==> src/hw/rtl/ssob_ram.sv <==
// ----------------------------------------------------------------------------
// ssob_ram: generic single write, single read RAM
// One write port and one read port; the read data is registered.
// ----------------------------------------------------------------------------
module ssob_ram #(
  parameter int WIDTH = 8,
  parameter int DEPTH = 16
) (
  input  logic                     clk_i,
  input  logic                     we_i,
  input  logic [$clog2(DEPTH)-1:0] waddr_i,
  input  logic [WIDTH-1:0]         wdata_i,
  input  logic [$clog2(DEPTH)-1:0] raddr_i,
  output logic [WIDTH-1:0]         rdata_o
);

  logic [WIDTH-1:0] mem_q [DEPTH];
  logic [WIDTH-1:0] rdata_q;

  always_ff @(posedge clk_i) begin
    if (we_i) begin
      mem_q[waddr_i] <= wdata_i;
    end
    rdata_q <= mem_q[raddr_i];
  end

  assign rdata_o = rdata_q;

endmodule

==> config.mk <==
export PLATFORM = sky130hd
export DESIGN_NAME = ssob_ram
export DESIGN_NICKNAME = d
export VERILOG_FILES = /design/src/hw/rtl/ssob_ram.sv
export SDC_FILE = /design/constraint.sdc
export NUM_CORES = 1
export LEC_CHECK = 0
export BUFFER_PORTS_ARGS = -buffer_cell sky130_fd_sc_hd__buf_2
export CORE_UTILIZATION = 44
export DETAILED_ROUTE_END_ITERATION = 6
export GPL_TIMING_DRIVEN = 0
export MAX_ROUTING_LAYER = met4
export PLACE_DENSITY = 0.61
export SLEW_MARGIN = 30
export SYNTH_ARGS = -nofsm -noshare
export SYNTH_HDL_FRONTEND = slang
export SYNTH_SLANG_ARGS = --single-unit
==> constraint.sdc <==
create_clock -name clk_i -period 1.53 [get_ports clk_i]
set_clock_uncertainty 0.05 [all_clocks]
set_input_delay 0.0765 -clock clk_i [delete_from_list [all_inputs] [get_ports clk_i]]
set_output_delay 0.0765 -clock clk_i [all_outputs]
set_load 0.02 [all_outputs]
==> flow_metrics.py, run 1 <==
metrics = {
    "synth": {
        "syn_area_mm2": 0.005147,
        "ys_ff_latch": 136,
        "synth_compound_area_share_pct": 2.333,
        "ys_seq_area_share_pct": 77.78,
        "synth_top_family_by_area": "multiplexers",
        "ys_warn_count": 0,
        "muxShareOfSynthArea_pct": 15.02,
        "synth_nets": 247,
        "yosysUniqueCellTypes": 19,
        "syn_inst": 229,
        "synthAdderAreaFrac_pct": 0,
        "syn-mean-instance-area_um2": 22.48,
        "synth_simple_gate_area_share_pct": 3.184,
        "synth-xor-area-share_pct": 0,
    },
    "routing": {
        "dr.pass1.iters": 5,
        "drcViolationCount": 0,
        "wl_mm": 9.791,
        "avgRoutedWirePerCell_um": 22.88,
        "route.vias.total": 2350,
        "via_per_inst": 5.491,
        "drtIter0Drc": 153,
        "final_antenna_net_count": 0,
    },
    "timing": {
        "fin_crit_ps": 1447,
        "worst_pin_slew_ps": 835.4,
        "worst_slack_ps": 83.09,
        "report.final.hold_viol_count": 0,
        "fmax_mhz": 691.1,
        "fin_tns_setup_ps": 0,
        "setup_viol": 0,
        "relSlewSlack_pct": 44.10,
        "rsz0062_at_grt": "false",
        "period_share_pct": 94.57,
        "report.final.slew_viol_count": 0,
    },
    "pwr": {
        "peakVddDrop_mv": 0.6336,
        "power_w": 0.009077,
        "power_density_mw_per_mm2": 1481,
        "p_leak_nw": 2.061,
    },
    "clock_network": {
        "postCtsSetupBuffers": 0,
        "tritoncts": "done",
        "postCtsHoldBufs": 0,
        "htreeDepth": 4,
        "path_clk_slew_ps": 60,
        "cts_max_path_buffers": 2,
        "clk-insertion-delay-late_ps": 410,
        "cts_buffers": 17,
        "cts.repair.resized": 0,
        "cts_sinks": 136,
        "clock-root-buffer": "clkbuf_16",
    },
    "global_routing": {
        "grt_pass1_vias": 2319,
        "antenna_found_initial": 0,
        "grt_usage_pct": 18.24,
        "grt_max_degree": 17,
        "grt_pass1_wl_mm": 14.08,
        "grt-ovfl-total": 0,
    },
    "place": {
        "post-place-cells": 396,
        "place_ws_ps": -297.8,
        "io_buffer_count": 24,
        "gp_congestion": 0.7174,
        "hpwl_mm": 6.072,
        "placed_area_mm2": 0.005466,
    },
    "finish": {
        "antennaDiodeCount": 0,
        "fin_area_mm2": 0.006130,
        "layout_commonest_cell": "edfxtp_1",
        "drive_gt1_share_pct": 31.23,
        "layout_common_cells": "edfxtp_1, buf_2, mux4_2",
        "stdcell_count": 428,
        "final_nets": 290,
        "area_growth_pct": 19.08,
    },
    "floorplan": {
        "die_h_um": 110.2,
        "dieArea_mm2": 0.01214,
        "die_w_um": 110.2,
        "coreArea_mm2": 0.01142,
        "rows": 39,
        "start_util_pct": 45.08,
        "pin_count": 26,
    },
    "setup_path": {
        "r2r_setup_slack_ps": 80,
        "r2r_cells": 3,
        "timing.rr.end": "rdata_o[6]",
        "critical_path_class": "flop to flop",
        "end_kind": "flop",
        "path_max_fanout": 1,
        "worstSetupStartpointType": "flop",
        "r2r-start": "mem_q[14][6]",
        "cp_data_required_time_ps": 1760,
        "arrival_ps": 1680,
    },
    "min_path": {
        "hold_path.class": "input pin to flop",
        "hold_path_end": "mem_q[13][6]",
        "hold-path-cell-count": 1,
        "worstHoldStart": "wdata_i[6]",
    },
    "job": {
        "cap_violations": 0,
    },
    "status": {
        "status": "completed",
    },
}
==> flip-flops by register name, summed over array words and instances, names as in the netlist <==
signal,flops
mem_q,128
rdata_o,8
==> power breakdown <==
group | switching (W) | internal [W]
registers | 0.0000182 | 0.00417
clock network | 0.00145 | 0.00301
logic | 0.000260 | 0.000166
==> layer usage <==
| metal | routed length, um | track usage, % |
|---|---|---|
| met5 | 0 | - |
| met4 | 59 | 6.485 |
| met3 | 316 | 4.233 |
| met2 | 4774 | 27.01 |
| met1 | 4641 | 25.03 |
==> Yosys cell counts <==
master | n | area share, %
and2b_1 | 1 | 0.15
buf_4 | 1 | 0.15
dfxtp_1 | 8 | 3.1
or3b_2 | 1 | 0.17
nand3_1 | 1 | 0.097
a22oi_1 | 16 | 2.3
nor2_1 | 13 | 0.95
clkdlybuf4s25_2 | 3 | 0.58
nor2b_1 | 1 | 0.12
and2_1 | 1 | 0.12
nand2b_1 | 2 | 0.24
buf_6 | 3 | 0.66
nand3b_1 | 2 | 0.29
buf_2 | 3 | 0.29
nor3_1 | 4 | 0.39
mux4_2 | 18 | 7.9
mux4_1 | 14 | 7.1
nand2_1 | 9 | 0.66
edfxtp_1 | 128 | 75
==> worst max path at each step <==
| stage | from | to | slack, ps | depth (start not counted) |
|---|---|---|---|---|
| 3_5_place_dp | waddr_i[2] | mem_q[2][0] | -300 | 3 |
| 6_report | mem_q[14][6] | rdata_o[6] | 80 | 3 |
| 5_1_grt | mem_q[5][0] | rdata_o[0] | 60 | 3 |
| 3_3_place_gp | waddr_i[2] | mem_q[8][2] | -480 | 3 |
| 2_1_floorplan | waddr_i[2] | mem_q[3][0] | 140 | 2 |
| 4_1_cts | mem_q[7][4] | rdata_o[4] | 90 | 3 |
==> critical path, stage by stage (launching register included) <==
cell	delay, ps
edfxtp_1	390
mux4_2	520
a22oi_1	240
nand2_1	120
==> cell type report <==
cell class              instances  area, um2
clock inverters                12      196.4
fillers                       911       5289
plain buffers                  10      86.33
multi-input cells              83       1077
flip-flops and latches        136       4004
well taps                     143      178.9
repair buffers                 24      120.1
clock buffers                  20      466.7
==> cell families after synthesis <==
family          Yosys count
compound gates           16
buf+inv                  10
flops                   136
mux                      32
simple gates             35
==> metrics by stage <==
stage          hold WS, ps  utilization (%)
2_1_floorplan        125.4                -
6_report             25.68            53.68
4_1_cts              17.82            53.68
3_5_place_dp         441.3            47.87
5_1_grt              24.92            53.68
3_3_place_gp         434.8            47.74
No activity file was read; power rests on OpenSTA's default activity.
==> inputs of run 2 (changes only) <==
Settings changed: CELL_PAD_IN_SITES_DETAIL_PLACEMENT set to 1, CELL_PAD_IN_SITES_GLOBAL_PLACEMENT set to 1, PLACE_DENSITY 0.61 to 0.67.
==> flow_metrics.py, run 2 (synthesized netlist as in run 1, its figures left out) <==
metrics = {
    "clock_network": {
        "path_clk_slew_ps": 60,
        "tritoncts": "done",
        "clock-root-buffer": "clkbuf_16",
        "clk-insertion-delay-late_ps": 410,
        "cts_buffers": 17,
        "postCtsSetupBuffers": 0,
        "htreeDepth": 4,
        "cts_sinks": 136,
        "cts_max_path_buffers": 2,
    },
    "pwr": {
        "switching_share_pct": 20.20,
        "power_density_mw_per_mm2": 1419,
        "peakVddDrop_mv": 0.7472,
        "switchingPower_w": 0.001734,
        "pwr-share-clk_pct": 46.1,
        "intPower_w": 0.006847,
        "share_comb_of_total_power_pct": 5.1,
        "power_frac_seq_pct": 48.8,
        "p_leak_nw": 2.034,
    },
    "global_routing": {
        "grt-ovfl-total": 0,
        "antenna_found_initial": 0,
        "grt_pass1_wl_mm": 15.41,
        "grt_pass1_vias": 2464,
        "grt_max_degree": 17,
        "grt_usage_pct": 19.95,
    },
    "finish": {
        "final_nets": 290,
        "fin_area_mm2": 0.006048,
        "stdcell_count": 428,
        "largest-register": "mem_q",
        "area_growth_pct": 17.50,
        "layout_common_cells": "edfxtp_1, buf_2, mux4_2",
        "drive_gt1_share_pct": 30.53,
        "layout_commonest_cell": "edfxtp_1",
        "largest_reg_flops": 128,
        "antennaDiodeCount": 0,
    },
    "floorplan": {
        "rows": 39,
        "dieArea_mm2": 0.01214,
        "die_h_um": 110.2,
        "pin_count": 26,
        "start_util_pct": 45.08,
        "die_w_um": 110.2,
        "coreArea_mm2": 0.01142,
    },
    "routing": {
        "dr.pass1.iters": 4,
        "drcViolationCount": 0,
        "final_antenna_net_count": 0,
        "route.vias.total": 2411,
        "wl_mm": 10.68,
        "via_per_inst": 5.633,
        "avgRoutedWirePerCell_um": 24.96,
        "drtIter0Drc": 140,
    },
    "place": {
        "hpwl_mm": 6.588,
        "io_buffer_count": 24,
        "gp_congestion": 0.7066,
        "placed_area_mm2": 0.005466,
        "post-place-cells": 396,
    },
    "timing": {
        "report.final.hold_viol_count": 0,
        "period_share_pct": 95.85,
        "worst_pin_slew_ps": 824.3,
        "relSlewSlack_pct": 44.84,
        "fmax_mhz": 681.9,
        "fin_crit_ps": 1467,
        "setup_viol": 0,
        "rsz0062_at_grt": "false",
        "report.final.slew_viol_count": 0,
    },
    "setup_path": {
        "arrival_ps": 1710,
        "cp_data_required_time_ps": 1780,
        "end_kind": "flop",
        "worstSetupStartpointType": "flop",
        "path_max_fanout": 1,
        "critical_path_class": "flop to flop",
    },
    "status": {
        "status": "completed",
    },
    "min_path": {
        "hold_path.class": "input pin to flop",
    },
    "job": {
        "cap_violations": 0,
    },
}
## run 2: changes by cell type in the layout (fill, tap and decap cells not counted)
cell,before,now
bufinv_16,5,2
clkbuf_1,0,3
clkinvlp_4,3,0
a22oi_2,0,1
a22oi_1,16,15
clkinv_2,3,6
## run 2: final timing paths
kind / start / slack, ps / depth (start not counted) / to
worst min register to register: mem_q[8][3] / 640 / 3 / rdata_o[3]
worst min-delay path: wdata_i[6] / 30 / 1 / mem_q[3][6]
worst max register to register: mem_q[5][2] / 60 / 3 / rdata_o[2]
worst max-delay path: mem_q[5][2] / 60 / 3 / rdata_o[2]
## run 2: power groups by stage
stage,clock network (W),registers [W],logic [W]
CTS,0.00399,0.00419,0.000440
floorplan,0,0.00429,0.000212
detailed placement,0,0.00426,0.000433
global route,0.00414,0.00420,0.000466
finish,0.00396,0.00419,0.000435
global placement,0,0.00426,0.000418
## run 2: stage by stage
step | utilization, % | TNS (ps) | total power, W | hold slack, ps | setup slack (ps)
after detailed placement | 47.87 | -11530 | 0.004697 | 443.1 | -323.8
final | 52.97 | 0 | 0.008580 | 27.88 | 63.47
after floorplan | - | 0 | 0.004503 | 125.4 | 137.4
after global placement | 47.74 | -17630 | 0.004674 | 423.5 | -436.9
after global routing | 52.97 | 0 | 0.008797 | 26.83 | 7.763
after CTS | 52.97 | 0 | 0.008625 | 21.76 | 32.27
## run 2: final cells by class
cell class	count	area, um2
Fill cell	1017	5370
Sequential cell	136	4004
Multi-Input combinational cell	83	1082
Clock buffer	23	478.0
Tap cell	143	178.9
Timing Repair Buffer	24	120.1
Clock inverter	9	98.84
Buffer	10	86.33
## run 2: repair_timing
item,in CTS,in global routing
setup endpoints to repair,1,0
hold buffers,0,0
hold endpoints to repair,0,0
resized for setup,1,0
## run 2: routing by layer
layer  up-vias  track usage [%]  part of all wire (%)
li1       1062                -                     -
met1      1267            26.37                    45
met2        73            30.58                    50
met3         9            3.880                   3.4
met4         0            8.459                   1.3
met5         -                -                     0
## run 2: worst max-delay path: stages, from the launching register on
cell	delay, ps
edfxtp_1	380
mux4_1	570
a22oi_1	270
nand2_1	80
==> inputs of run 3 (changes only) <==
Settings changed: CAP_MARGIN set to 40, CORE_UTILIZATION 44 to 48, CTS_BUF_LIST set to sky130_fd_sc_hd__clkbuf_16, PLACE_DENSITY 0.67 to 0.72.
==> flow_metrics.py, run 3 (synthesized netlist as in run 1, its figures left out) <==
metrics = {
    "setup_path": {
        "path_max_fanout": 1,
        "path_buf_inv": 0,
        "r2r_cells": 3,
        "r2r-start": "mem_q[2][0]",
        "timing.rr.end": "rdata_o[0]",
        "crit_path_top_delay_cell": "mux4_2",
        "crit_start": "mem_q[2][0]",
        "cp_data_required_time_ps": 1770,
        "critical_path_class": "flop to flop",
        "end_kind": "flop",
        "arrival_ps": 1710,
        "critPathTopFamily": "multiplexers",
        "slowest_delay_ps": 510,
        "r2r_setup_slack_ps": 60,
        "worstSetupStartpointType": "flop",
        "worstPathCellList": "mux4_2, a22oi_2, nand2_1",
    },
    "status": {
        "status": "completed",
    },
    "pwr": {
        "power_density_mw_per_mm2": 1440,
        "switching_share_pct": 19.74,
        "peakVddDrop_mv": 0.6736,
        "switchingPower_w": 0.001724,
        "pwr-share-clk_pct": 47.0,
        "share_comb_of_total_power_pct": 5.0,
        "power_frac_seq_pct": 48.0,
        "intPower_w": 0.007009,
        "p_leak_nw": 2.046,
    },
    "floorplan": {
        "start_util_pct": 49.64,
        "pin_count": 26,
        "die_h_um": 105.6,
        "rows": 37,
        "coreArea_mm2": 0.01037,
        "dieArea_mm2": 0.01114,
        "die_w_um": 105.6,
    },
    "routing": {
        "wl_mm": 11.17,
        "dr.pass1.iters": 4,
        "route.vias.total": 2431,
        "via_per_inst": 5.747,
        "drtIter0Drc": 164,
        "final_antenna_net_count": 0,
        "drcViolationCount": 0,
        "avgRoutedWirePerCell_um": 26.41,
    },
    "clock_network": {
        "cts_max_path_buffers": 2,
        "clk-insertion-delay-late_ps": 410,
        "htreeDepth": 4,
        "clock-root-buffer": "clkbuf_16",
        "tritoncts": "done",
        "path_clk_slew_ps": 60,
        "postCtsHoldBufs": 0,
        "cts_buffers": 17,
        "cts_sinks": 136,
    },
    "finish": {
        "fill_cells": 897,
        "final_util_pct": 58.48,
        "area_growth_pct": 17.82,
        "largest_reg_flops": 128,
        "drive_gt1_share_pct": 30.31,
        "stdcell_count": 423,
        "largest-register": "mem_q",
        "layout_commonest_cell": "edfxtp_1",
        "layout_common_cells": "edfxtp_1, buf_2, mux4_2",
        "antennaDiodeCount": 0,
        "final_nets": 292,
    },
    "min_path": {
        "hold-path-cell-count": 1,
        "worstHoldStart": "wdata_i[6]",
        "hold_path.class": "input pin to flop",
        "hold_path_end": "mem_q[4][6]",
    },
    "place": {
        "post-place-cells": 389,
        "io_buffer_count": 24,
        "hpwl_mm": 6.672,
        "gp_congestion": 0.7047,
    },
    "timing": {
        "period_share_pct": 96.11,
        "relSlewSlack_pct": 44.90,
        "report.final.slew_viol_count": 0,
        "fmax_mhz": 680.0,
        "fin_crit_ps": 1471,
        "hold_ws_ps": 20.46,
        "rsz0062_at_grt": "false",
        "worst_pin_slew_ps": 823.5,
        "report.final.hold_viol_count": 0,
        "setup_viol": 0,
    },
    "global_routing": {
        "grt_pass1_vias": 2614,
        "grt_max_degree": 17,
        "grt-ovfl-total": 0,
        "antenna_found_initial": 0,
        "grt_usage_pct": 22.77,
        "grt_pass1_wl_mm": 16.52,
    },
    "job": {
        "cap_violations": 0,
    },
}
-- run 3: cell types whose count changed in the layout (fill, tap and decap cells not counted), moves of 2 or more --
| cell | before | now |
|---|---|---|
| mux4_1 | 14 | 12 |
| inv_1 | 0 | 3 |
| clkbuf_1 | 3 | 0 |
| clkinv_1 | 0 | 4 |
| clkbuf_8 | 3 | 0 |
| mux4_2 | 18 | 20 |
| clkinv_2 | 6 | 3 |
| bufinv_16 | 2 | 4 |
-- run 3: metrics by stage --
step / power [W] / setup slack [ps] / instance area, um2 / setup TNS [ps]
2_1_floorplan: 0.004503 / 137.4 / 5152 / 0
5_1_grt: 0.008929 / 5.001 / 6065 / 0
6_report: 0.008732 / 59.50 / 6065 / 0
3_5_place_dp: 0.004695 / -297.3 / 5458 / -9683
3_3_place_gp: 0.004670 / -395.9 / 5443 / -16050
4_1_cts: 0.008777 / 8.149 / 6057 / 0
-- run 3: power groups by stage --
stage                     registers [W]  logic, W  clock network (W)
after CTS                       0.00419  0.000441            0.00414
after detailed placement        0.00427  0.000429                  0
final                           0.00419  0.000440            0.00410
after global routing            0.00420  0.000468            0.00426
after floorplan                 0.00429  0.000212                  0
after global placement          0.00426  0.000414                  0
-- run 3: worst max-delay path by stage --
stage | slack [ps] | end | depth (start not counted)
3_3_place_gp | -400 | mem_q[8][3] | 3
6_report | 60 | rdata_o[0] | 3
5_1_grt | 5 | rdata_o[4] | 3
4_1_cts | 8 | rdata_o[0] | 3
3_5_place_dp | -300 | mem_q[3][2] | 3
2_1_floorplan | 140 | mem_q[3][0] | 2
-- run 3: layer usage --
layer | part of all wire, % | vias up | track usage, %
met2 | 50 | 94 | 33.74
met4 | 3.0 | 0 | 12.20
met1 | 41 | 1255 | 29.76
li1 | - | 1064 | -
met3 | 5.9 | 18 | 5.071
met5 | 0 | - | -
-- run 3: cell type report --
cell class                 count  area, um2  share of cell area, %
multi-input combinational     83       1075                  17.72
sequential                   136       4004                  66.02
timing repair buffer          26      135.1                  2.228
clock buffer                  17      425.4                  7.015
buffer                        10      86.33                  1.424
clock inverter                15      168.9                  2.785
tap                          136      170.2                  2.806
-- run 3: what timing repair did --
item | CTS | global route
pin swaps | 0 | 1
hold endpoints to repair | 0 | 0
setup buffers | 0 | 0
endpoints found under the setup margin | 1 | 1
resized for setup | 1 | 2
-- run 3: worst register-to-register path, cell delays in order, from the launching register on --
cell and delay (ps):
edfxtp_1 390, mux4_2 510, a22oi_2 320, nand2_1 90
